File: config.mk
export PLATFORM = sky130hd
export DESIGN_NAME = visible_text_width_counter_core
export DESIGN_NICKNAME = d
export VERILOG_FILES = /design/src/sv/vtw_pkg.sv /design/src/sv/vtw_parse.sv /design/src/sv/visible_text_width_counter_core.sv
export VERILOG_INCLUDE_DIRS = /design/src /design/src/sv
export SDC_FILE = /design/constraint.sdc
export NUM_CORES = 1
export LEC_CHECK = 0
export BUFFER_PORTS_ARGS = -buffer_cell sky130_fd_sc_hd__clkbuf_2
export CAP_MARGIN = 10
export CORE_MARGIN = 1.5
export CORE_UTILIZATION = 58
export CTS_BUF_LIST = sky130_fd_sc_hd__clkbuf_8 sky130_fd_sc_hd__clkbuf_16
export CTS_CLUSTER_SIZE = 30
export DETAILED_ROUTE_END_ITERATION = 6
export GPL_TIMING_DRIVEN = 0
export PLACE_DENSITY = 0.81
export SETUP_SLACK_MARGIN = 0.1
export SKIP_CTS_REPAIR_TIMING = 1
export SLEW_MARGIN = 30
export SYNTH_ARGS = -nofsm -noshare
export SYNTH_HDL_FRONTEND = slang
export SYNTH_HIERARCHICAL = 1
export SYNTH_SLANG_ARGS = --single-unit
File: constraint.sdc
create_clock -name clock -period 4.05 [get_ports clock]
set_input_delay 0.81 -clock clock [delete_from_list [all_inputs] [get_ports clock]]
set_output_delay 0.81 -clock clock [all_outputs]
set_load 0.05 [all_outputs]
File: src/sv/visible_text_width_counter_core_assert.svh
// Assertion macros used by the visible text width counter RTL.
`ifndef VISIBLE_TEXT_WIDTH_COUNTER_CORE_ASSERT_SVH
`define VISIBLE_TEXT_WIDTH_COUNTER_CORE_ASSERT_SVH

// Same-cycle implication, ignored while reset is high.
`define VTW_ASSERT_NOW(lbl, clk, rst, ante, cons) \
   lbl: assert property (@(posedge clk) disable iff (rst) (ante) |-> (cons)) \
      else $error("vtw assertion failed");

// Next-cycle implication, ignored while reset is high.
`define VTW_ASSERT_NEXT(lbl, clk, rst, ante, cons) \
   lbl: assert property (@(posedge clk) disable iff (rst) (ante) |=> (cons)) \
      else $error("vtw assertion failed");

`endif

File: src/sv/vtw_pkg.sv
// Types and constants for the visible text width counter.
package vtw_pkg;

   // Result count width on the port
   localparam int VIS_WIDTH = 16;

   // Parser modes
   localparam logic [2:0] MODE_NORMAL = 3'd0;
   localparam logic [2:0] MODE_PCT    = 3'd1;
   localparam logic [2:0] MODE_PCT_F  = 3'd2;
   localparam logic [2:0] MODE_BRACE  = 3'd3;
   localparam logic [2:0] MODE_ESC    = 3'd4;
   localparam logic [2:0] MODE_CSI    = 3'd5;

   // Byte codes
   localparam logic [7:0] CHR_PCT      = 8'h25;
   localparam logic [7:0] CHR_ESC      = 8'h1B;
   localparam logic [7:0] CHR_UPPER_F  = 8'h46;
   localparam logic [7:0] CHR_LOWER_F  = 8'h66;
   localparam logic [7:0] CHR_LOWER_B  = 8'h62;
   localparam logic [7:0] CHR_UPPER_B  = 8'h42;
   localparam logic [7:0] CHR_LBRACE   = 8'h7B;
   localparam logic [7:0] CHR_RBRACE   = 8'h7D;
   localparam logic [7:0] CHR_LBRACKET = 8'h5B;
   localparam logic [7:0] PRINT_LO     = 8'h20;
   localparam logic [7:0] PRINT_HI     = 8'h7E;
   localparam logic [7:0] CSI_FINAL_LO = 8'h40;
   localparam logic [7:0] CSI_FINAL_HI = 8'h7E;
   localparam logic [1:0] UTF8_LEAD    = 2'b11;

   typedef struct packed {
      logic [7:0] text_byte;
      logic       is_last;
   } req_type;

   typedef struct packed {
      logic [VIS_WIDTH-1:0] visible_count;
      logic                 count_saturated;
   } rsp_type;

   // One parser step: next mode and how many characters it adds
   typedef struct packed {
      logic [2:0] next_mode;
      logic [1:0] add_amt;
   } step_type;

endpackage

File: src/sv/vtw_parse.sv
// Escape-aware parser step: next mode and visible character increment.
module vtw_parse (
   input  logic [2:0]        mode,
   input  logic [7:0]        text_byte,
   input  logic              is_last,
   output vtw_pkg::step_type step
);
   import vtw_pkg::*;

   step_type base;
   step_type core;

   // Classify a byte seen in plain text
   function automatic step_type normal_step(logic [7:0] b);
      step_type s;
      s.next_mode = MODE_NORMAL;
      s.add_amt   = 2'd0;
      if (b == CHR_PCT) begin
         s.next_mode = MODE_PCT;
      end else if (b == CHR_ESC) begin
         s.next_mode = MODE_ESC;
      end else if (b[7:6] == UTF8_LEAD) begin
         s.add_amt = 2'd1;
      end else if (b >= PRINT_LO && b <= PRINT_HI) begin
         s.add_amt = 2'd1;
      end
      return s;
   endfunction

   assign base = normal_step(text_byte);

   // Advance the mode for this byte
   always_comb begin
      core = base;
      unique case (mode)
         MODE_PCT: begin
            if (text_byte == CHR_UPPER_F) begin
               core.next_mode = MODE_PCT_F;
               core.add_amt   = 2'd0;
            end else if (text_byte == CHR_LOWER_F || text_byte == CHR_LOWER_B ||
                         text_byte == CHR_UPPER_B) begin
               core.next_mode = MODE_NORMAL;
               core.add_amt   = 2'd0;
            end else if (text_byte == CHR_PCT) begin
               core.next_mode = MODE_NORMAL;
               core.add_amt   = 2'd1;
            end else begin
               core.add_amt = base.add_amt + 2'd1;
            end
         end
         MODE_PCT_F: begin
            if (text_byte == CHR_LBRACE) begin
               core.next_mode = MODE_BRACE;
               core.add_amt   = 2'd0;
            end else begin
               core.add_amt = base.add_amt + 2'd2;
            end
         end
         MODE_BRACE: begin
            core.add_amt   = 2'd0;
            core.next_mode = (text_byte == CHR_RBRACE) ? MODE_NORMAL : MODE_BRACE;
         end
         MODE_ESC: begin
            if (text_byte == CHR_LBRACKET) begin
               core.next_mode = MODE_CSI;
               core.add_amt   = 2'd0;
            end
         end
         MODE_CSI: begin
            core.add_amt = 2'd0;
            if (text_byte >= CSI_FINAL_LO && text_byte <= CSI_FINAL_HI) begin
               core.next_mode = MODE_NORMAL;
            end else begin
               core.next_mode = MODE_CSI;
            end
         end
         default: begin
            core = base;
         end
      endcase
   end

   // Count a percent or percent-F still pending at the last byte
   always_comb begin
      step = core;
      if (is_last && core.next_mode == MODE_PCT) begin
         step.add_amt = core.add_amt + 2'd1;
      end else if (is_last && core.next_mode == MODE_PCT_F) begin
         step.add_amt = core.add_amt + 2'd2;
      end
   end

endmodule

File: src/sv/visible_text_width_counter_core.sv
// Visible text width counter: one string byte per request, count on the last byte.
//
// Input channel req_*: one request per string byte (text_byte, is_last).
// Result channel rsp_*: one response per string, issued for the byte marked
// is_last, carrying the visible character count (low 16 bits) and a flag
// that is set when the internal COUNT_WIDTH-bit counter overflowed and saturated.
// Throughput: one byte per clock unless a last byte waits on a held response;
// the parser step between the input and state/result registers is combinational.
// Result path: a last byte is held in the input register, then its response
// is written to the response register that drives rsp_valid and rsp_data.
// Receiver stall: non-last bytes keep flowing while a response waits; a
// last byte waits in the input register until the response register is
// free, and req_stall rises only then.
// Reset (synchronous, active high): drops buffered requests and responses,
// returns the parser to plain text and clears count and flag. After each
// last byte the same state is restored, so the next byte starts a new string.
`include "visible_text_width_counter_core_assert.svh"

module visible_text_width_counter_core #(
   parameter int COUNT_WIDTH = 16
) (
   input  logic             clock,
   input  logic             reset,
   input  logic             req_valid,
   output logic             req_stall,
   input  vtw_pkg::req_type req_data,
   output logic             rsp_valid,
   input  logic             rsp_stall,
   output vtw_pkg::rsp_type rsp_data
);
   import vtw_pkg::*;

   logic                   in_valid_ff, in_valid_in;
   req_type                in_data_ff, in_data_in;
   logic [2:0]             mode_ff, mode_in;
   logic [COUNT_WIDTH-1:0] count_ff, count_in;
   logic                   sat_ff, sat_in;
   logic                   rsp_valid_ff, rsp_valid_in;
   rsp_type                rsp_data_ff, rsp_data_in;

   logic                         advance;
   step_type                     step;
   logic [COUNT_WIDTH:0]         sum;
   logic [COUNT_WIDTH-1:0]       count_next;
   logic                         sat_next;
   logic [COUNT_WIDTH+VIS_WIDTH-1:0] count_ext;

   vtw_parse u_parse (
      .mode      (mode_ff),
      .text_byte (in_data_ff.text_byte),
      .is_last   (in_data_ff.is_last),
      .step      (step)
   );

   // Move the buffered request unless it is a last byte blocked by a held response
   assign advance   = in_valid_ff && (!in_data_ff.is_last || !rsp_valid_ff || !rsp_stall);
   assign req_stall = in_valid_ff && !advance;

   // Saturating add of this byte's increment
   assign sum        = {1'b0, count_ff} + {{(COUNT_WIDTH - 1){1'b0}}, step.add_amt};
   assign count_next = sum[COUNT_WIDTH] ? {COUNT_WIDTH{1'b1}} : sum[COUNT_WIDTH-1:0];
   assign sat_next   = sat_ff | sum[COUNT_WIDTH];
   assign count_ext  = {{VIS_WIDTH{1'b0}}, count_next};

   // Next-state logic
   always_comb begin
      in_valid_in  = in_valid_ff;
      in_data_in   = in_data_ff;
      mode_in      = mode_ff;
      count_in     = count_ff;
      sat_in       = sat_ff;
      rsp_valid_in = rsp_valid_ff;
      rsp_data_in  = rsp_data_ff;

      // drop a response once taken
      if (!rsp_stall) begin
         rsp_valid_in = 1'b0;
      end

      // capture a new request when the input register frees up
      if (!req_stall) begin
         in_valid_in = req_valid;
         in_data_in  = req_data;
      end

      if (advance) begin
         if (in_data_ff.is_last) begin
            rsp_valid_in                = 1'b1;
            rsp_data_in.visible_count   = count_ext[VIS_WIDTH-1:0];
            rsp_data_in.count_saturated = sat_next;
            mode_in                     = MODE_NORMAL;
            count_in                    = '0;
            sat_in                      = 1'b0;
         end else begin
            mode_in  = step.next_mode;
            count_in = count_next;
            sat_in   = sat_next;
         end
      end
   end

   // Control registers
   always_ff @(posedge clock) begin
      if (reset) begin
         in_valid_ff  <= 1'b0;
         mode_ff      <= MODE_NORMAL;
         count_ff     <= '0;
         sat_ff       <= 1'b0;
         rsp_valid_ff <= 1'b0;
      end else begin
         in_valid_ff  <= in_valid_in;
         mode_ff      <= mode_in;
         count_ff     <= count_in;
         sat_ff       <= sat_in;
         rsp_valid_ff <= rsp_valid_in;
      end
   end

   // Payload registers
   always_ff @(posedge clock) begin
      in_data_ff  <= in_data_in;
      rsp_data_ff <= rsp_data_in;
   end

   assign rsp_valid = rsp_valid_ff;
   assign rsp_data  = rsp_data_ff;

   `VTW_ASSERT_NEXT(a_last_gives_rsp, clock, reset, advance && in_data_ff.is_last, rsp_valid_ff)
   `VTW_ASSERT_NEXT(a_last_clears_state, clock, reset, advance && in_data_ff.is_last,
      mode_ff == MODE_NORMAL && count_ff == '0 && !sat_ff)
   `VTW_ASSERT_NOW(a_stall_cause, clock, reset, req_stall,
      in_valid_ff && in_data_ff.is_last && rsp_valid_ff && rsp_stall)
   `VTW_ASSERT_NOW(a_sat_at_max, clock, reset, sat_ff, &count_ff)

endmodule
==> run metrics <==
outcome finished, final reports clean; final worst setup slack roughly 290 ps; Nets 315; starting density of the core 59.5%; maximum clock frequency 266 MHz; Synthesis Warnings 6; Placer Congestion 0.944; most common flop cell mapped by yosys edfxtp_1; Vias per Instance 6.31; total congestion overflow 0; Unique masters post-synth 66; Crit Path Category register to register; Synth area leader edfxtp_1; R2R setup slack 290 ps; synthesized cell area 2570 um^2; Sw Ratio a little under a quarter; WL/cell 16.3 um; # DRC 0; RSZ-0062 raised after global routing no; Clock Power Share 32.4%; Final setup viols 0; Final Skew between 5 and 6 ps; DRT iter0 DRCs 255; fillcell total roughly 370; Max Slew Vio Count 0; Layout area overhead 13.3%; power share of the sequential group 59.9%; CTS H-tree depth 2; #FFs+latches synth 48; syn avg cell area a little under 10 um^2; Boundary Pins 32; port bufs 31; register area 1220 um^2; Area contributors post-synth edfxtp_1 30%, dfxtp_1 17%, a21oi_1 4.3%, nand2_1 3.5%, inv_1 2.5%; row cnt 24; Net Count, Synth approximately 280; CTS Root Cell clkbuf_8; Reg-to-Reg End rsp_data[7]; r2r worst-path depth 11; core area 4320 um^2; setup_tns 0 ps; WHS Endpoint count_ff[0]; Cell Area, Placed 2810 um^2; vias 2222; register area share after synthesis a little under half; Net Sw Power 0.211 mW; crit-path max FO 10; number of instances in the placed design 344; gr usage total 23.8%; design area 2910 um^2; Setup crit end kind register; DPL Wire Length around 4 mm; largest net degree at the start of global routing 14; clk_lat worst skew approximately 300 ps; vias in the first global route a little over 2000; Gate power share 7.7%; hold depth 2; # clock sinks 48; Syn Inst Count between 200 and 300; Num CTS Buffers 5; clk slew on worst S/H paths 80 ps; Die ar. about 4800 um^2; global-route wire length before repair ~9.3 mm; Period Utilization, post-route 92.9%; maximum vdd drop 0.207 mV; Die X-Extent between 60 and 70 um; initial antenna violation count 0; Hold Path Class register to register; Critical Path Source Type register; cell area power density 304 nW/um^2; post-synth top area share 30.4%; Placement Setup Slack 276 ps; fin crit period around 3800 ps; Layout Cells excl Fill 352; area of the multi-input gates 1250 um^2; Slew HR between 50% and 60%; Critical Path AT 3890 ps; worst slew pin tran 695 ps; Pre-antenna DRT Iters 4; CTS max path bufs 2; clock tree from TritonCTS built; Hold Vio Cnt, Final 0; n_diodes 0; share of flip-flops with an asynchronous set or reset 0%; worst reg2reg path startpoint in_data_ff[7]; Hold Crit Start count_ff[0]; final antenna-violating net count 0; share of cells above drive strength 1 about a fifth; CP Launch Point in_data_ff[7]; Max-Cap Viols 0; Cell Int Power 0.677 mW; routed wire length ~5.7 mm; Leakage 1.14 nW; Crit path required time 4180 ps; die height 69.6 um; Post-synth EDFFs 26
==> layout make-up <==
class	instances	area share (%)
clock inverters	2	0.258
clock buffers	6	2.83
inverters	18	2.32
repair buffers	32	5.71
multi-input cells	182	42.9
well taps	52	2.23
flip-flops and latches	48	41.9
plain buffers	12	1.89
==> layer usage <==
layer / vias up / track usage (%) / part of all wire [%] / wire, um
met5: - / 0 / 0 / 0
met3: 13 / 4.36 / 7.1 / 406
li1: 1068 / - / - / -
met4: 0 / 9.59 / 2.4 / 135
met2: 98 / 39.4 / 48 / 2730
met1: 1043 / 31.0 / 43 / 2470
==> per-stage QoR <==
| step | power (mW) | util, % | hold WS [ps] |
|---|---|---|---|
| 2_1_floorplan | 0.587 | - | 428 |
| 3_3_place_gp | 0.607 | 64.6 | 439 |
| 3_5_place_dp | 0.610 | 64.9 | 455 |
| 4_1_cts | 0.890 | 67.0 | 475 |
| 5_1_grt | 0.915 | 67.4 | 495 |
| 6_report | 0.887 | 67.4 | 471 |
==> registers in the layout (all words and copies together) (netlist names) <==
name / flops
sat_ff: 1
in_valid_ff: 1
in_data_ff: 9
rsp_valid: 1
rsp_data: 17
count_ff: 16
mode_ff: 3
==> layout by cell type, fill, tap and decap left out, drive strengths merged, types with 2 or more instances in the layout <==
master,count
a311oi,3
and3,4
edfxtp,26
nor3,5
nand4b,2
o32ai,4
nor2b,6
nand3,12
and4,2
a41oi,3
o22ai,2
o21ai,5
buf,7
a211oi,5
nor4,5
o211a,2
or3,3
a22oi,3
nand2b,6
dfxtp,22
nor2,11
or4,2
o31ai,4
ha,2
a31oi,5
a2bb2oi,3
a21boi,2
inv,20
a21oi,22
nand4,5
nand3b,3
a21o,2
xnor2,4
clkbuf,43
nand2,24
and2,3
==> worst max-delay path, stage by stage, from the launching register on <==
cell       delay (ps)
edfxtp_1          480
or3b_1            470
a2111oi_4         430
a221o_1           230
ha_1              160
inv_1              50
fa_1              460
nand3b_2          370
nor3_4            340
nand2_1           150
clkbuf_1          280
o21ai_0           180
==> synth_stat cells, types with 3 or more instances <==
cell	count
nand4_1	4
a311oi_1	3
dfxtp_1	22
o21ai_0	5
nor3_1	4
and3_1	4
nor2_1	11
o32ai_1	4
a41oi_1	3
nand3_1	11
nand2_1	24
a21oi_1	22
and2_1	3
a2bb2oi_1	3
inv_1	17
xnor2_1	4
o31ai_1	4
a211oi_1	5
a31oi_1	5
buf_2	5
nor4_1	3
clkbuf_1	6
nor2b_1	6
edfxtp_1	26
nand2b_1	6
a22oi_1	3
==> power groups by stage <==
stage	registers, mW	logic, mW	clock network [mW]
2_1_floorplan	0.560	0.0267	0
3_3_place_gp	0.543	0.0646	0
3_5_place_dp	0.543	0.0670	0
4_1_cts	0.532	0.0672	0.291
5_1_grt	0.533	0.0727	0.309
6_report	0.532	0.0684	0.287
==> worst max path at each step <==
stage          cells after the start           end  slack (ps)
2_1_floorplan                     11  count_ff[10]         880
3_3_place_gp                      11   count_ff[3]         360
3_5_place_dp                      11   rsp_data[7]         280
4_1_cts                           11   rsp_data[7]         200
5_1_grt                           11   count_ff[3]         110
6_report                          11   rsp_data[7]         290
==> kinds of logic after synthesis <==
logic type | synth area share (%)
buffers and inverters | 4.77
flip-flops | 47.5
adder cells (fa/ha/maj) | 1.75
AND/OR/NAND/NOR | 23.2
AO/OA/AOI/OAI | 20.3
multiplexers | 0.827
XOR/XNOR | 1.70
Power figures use the tool's default switching activity.
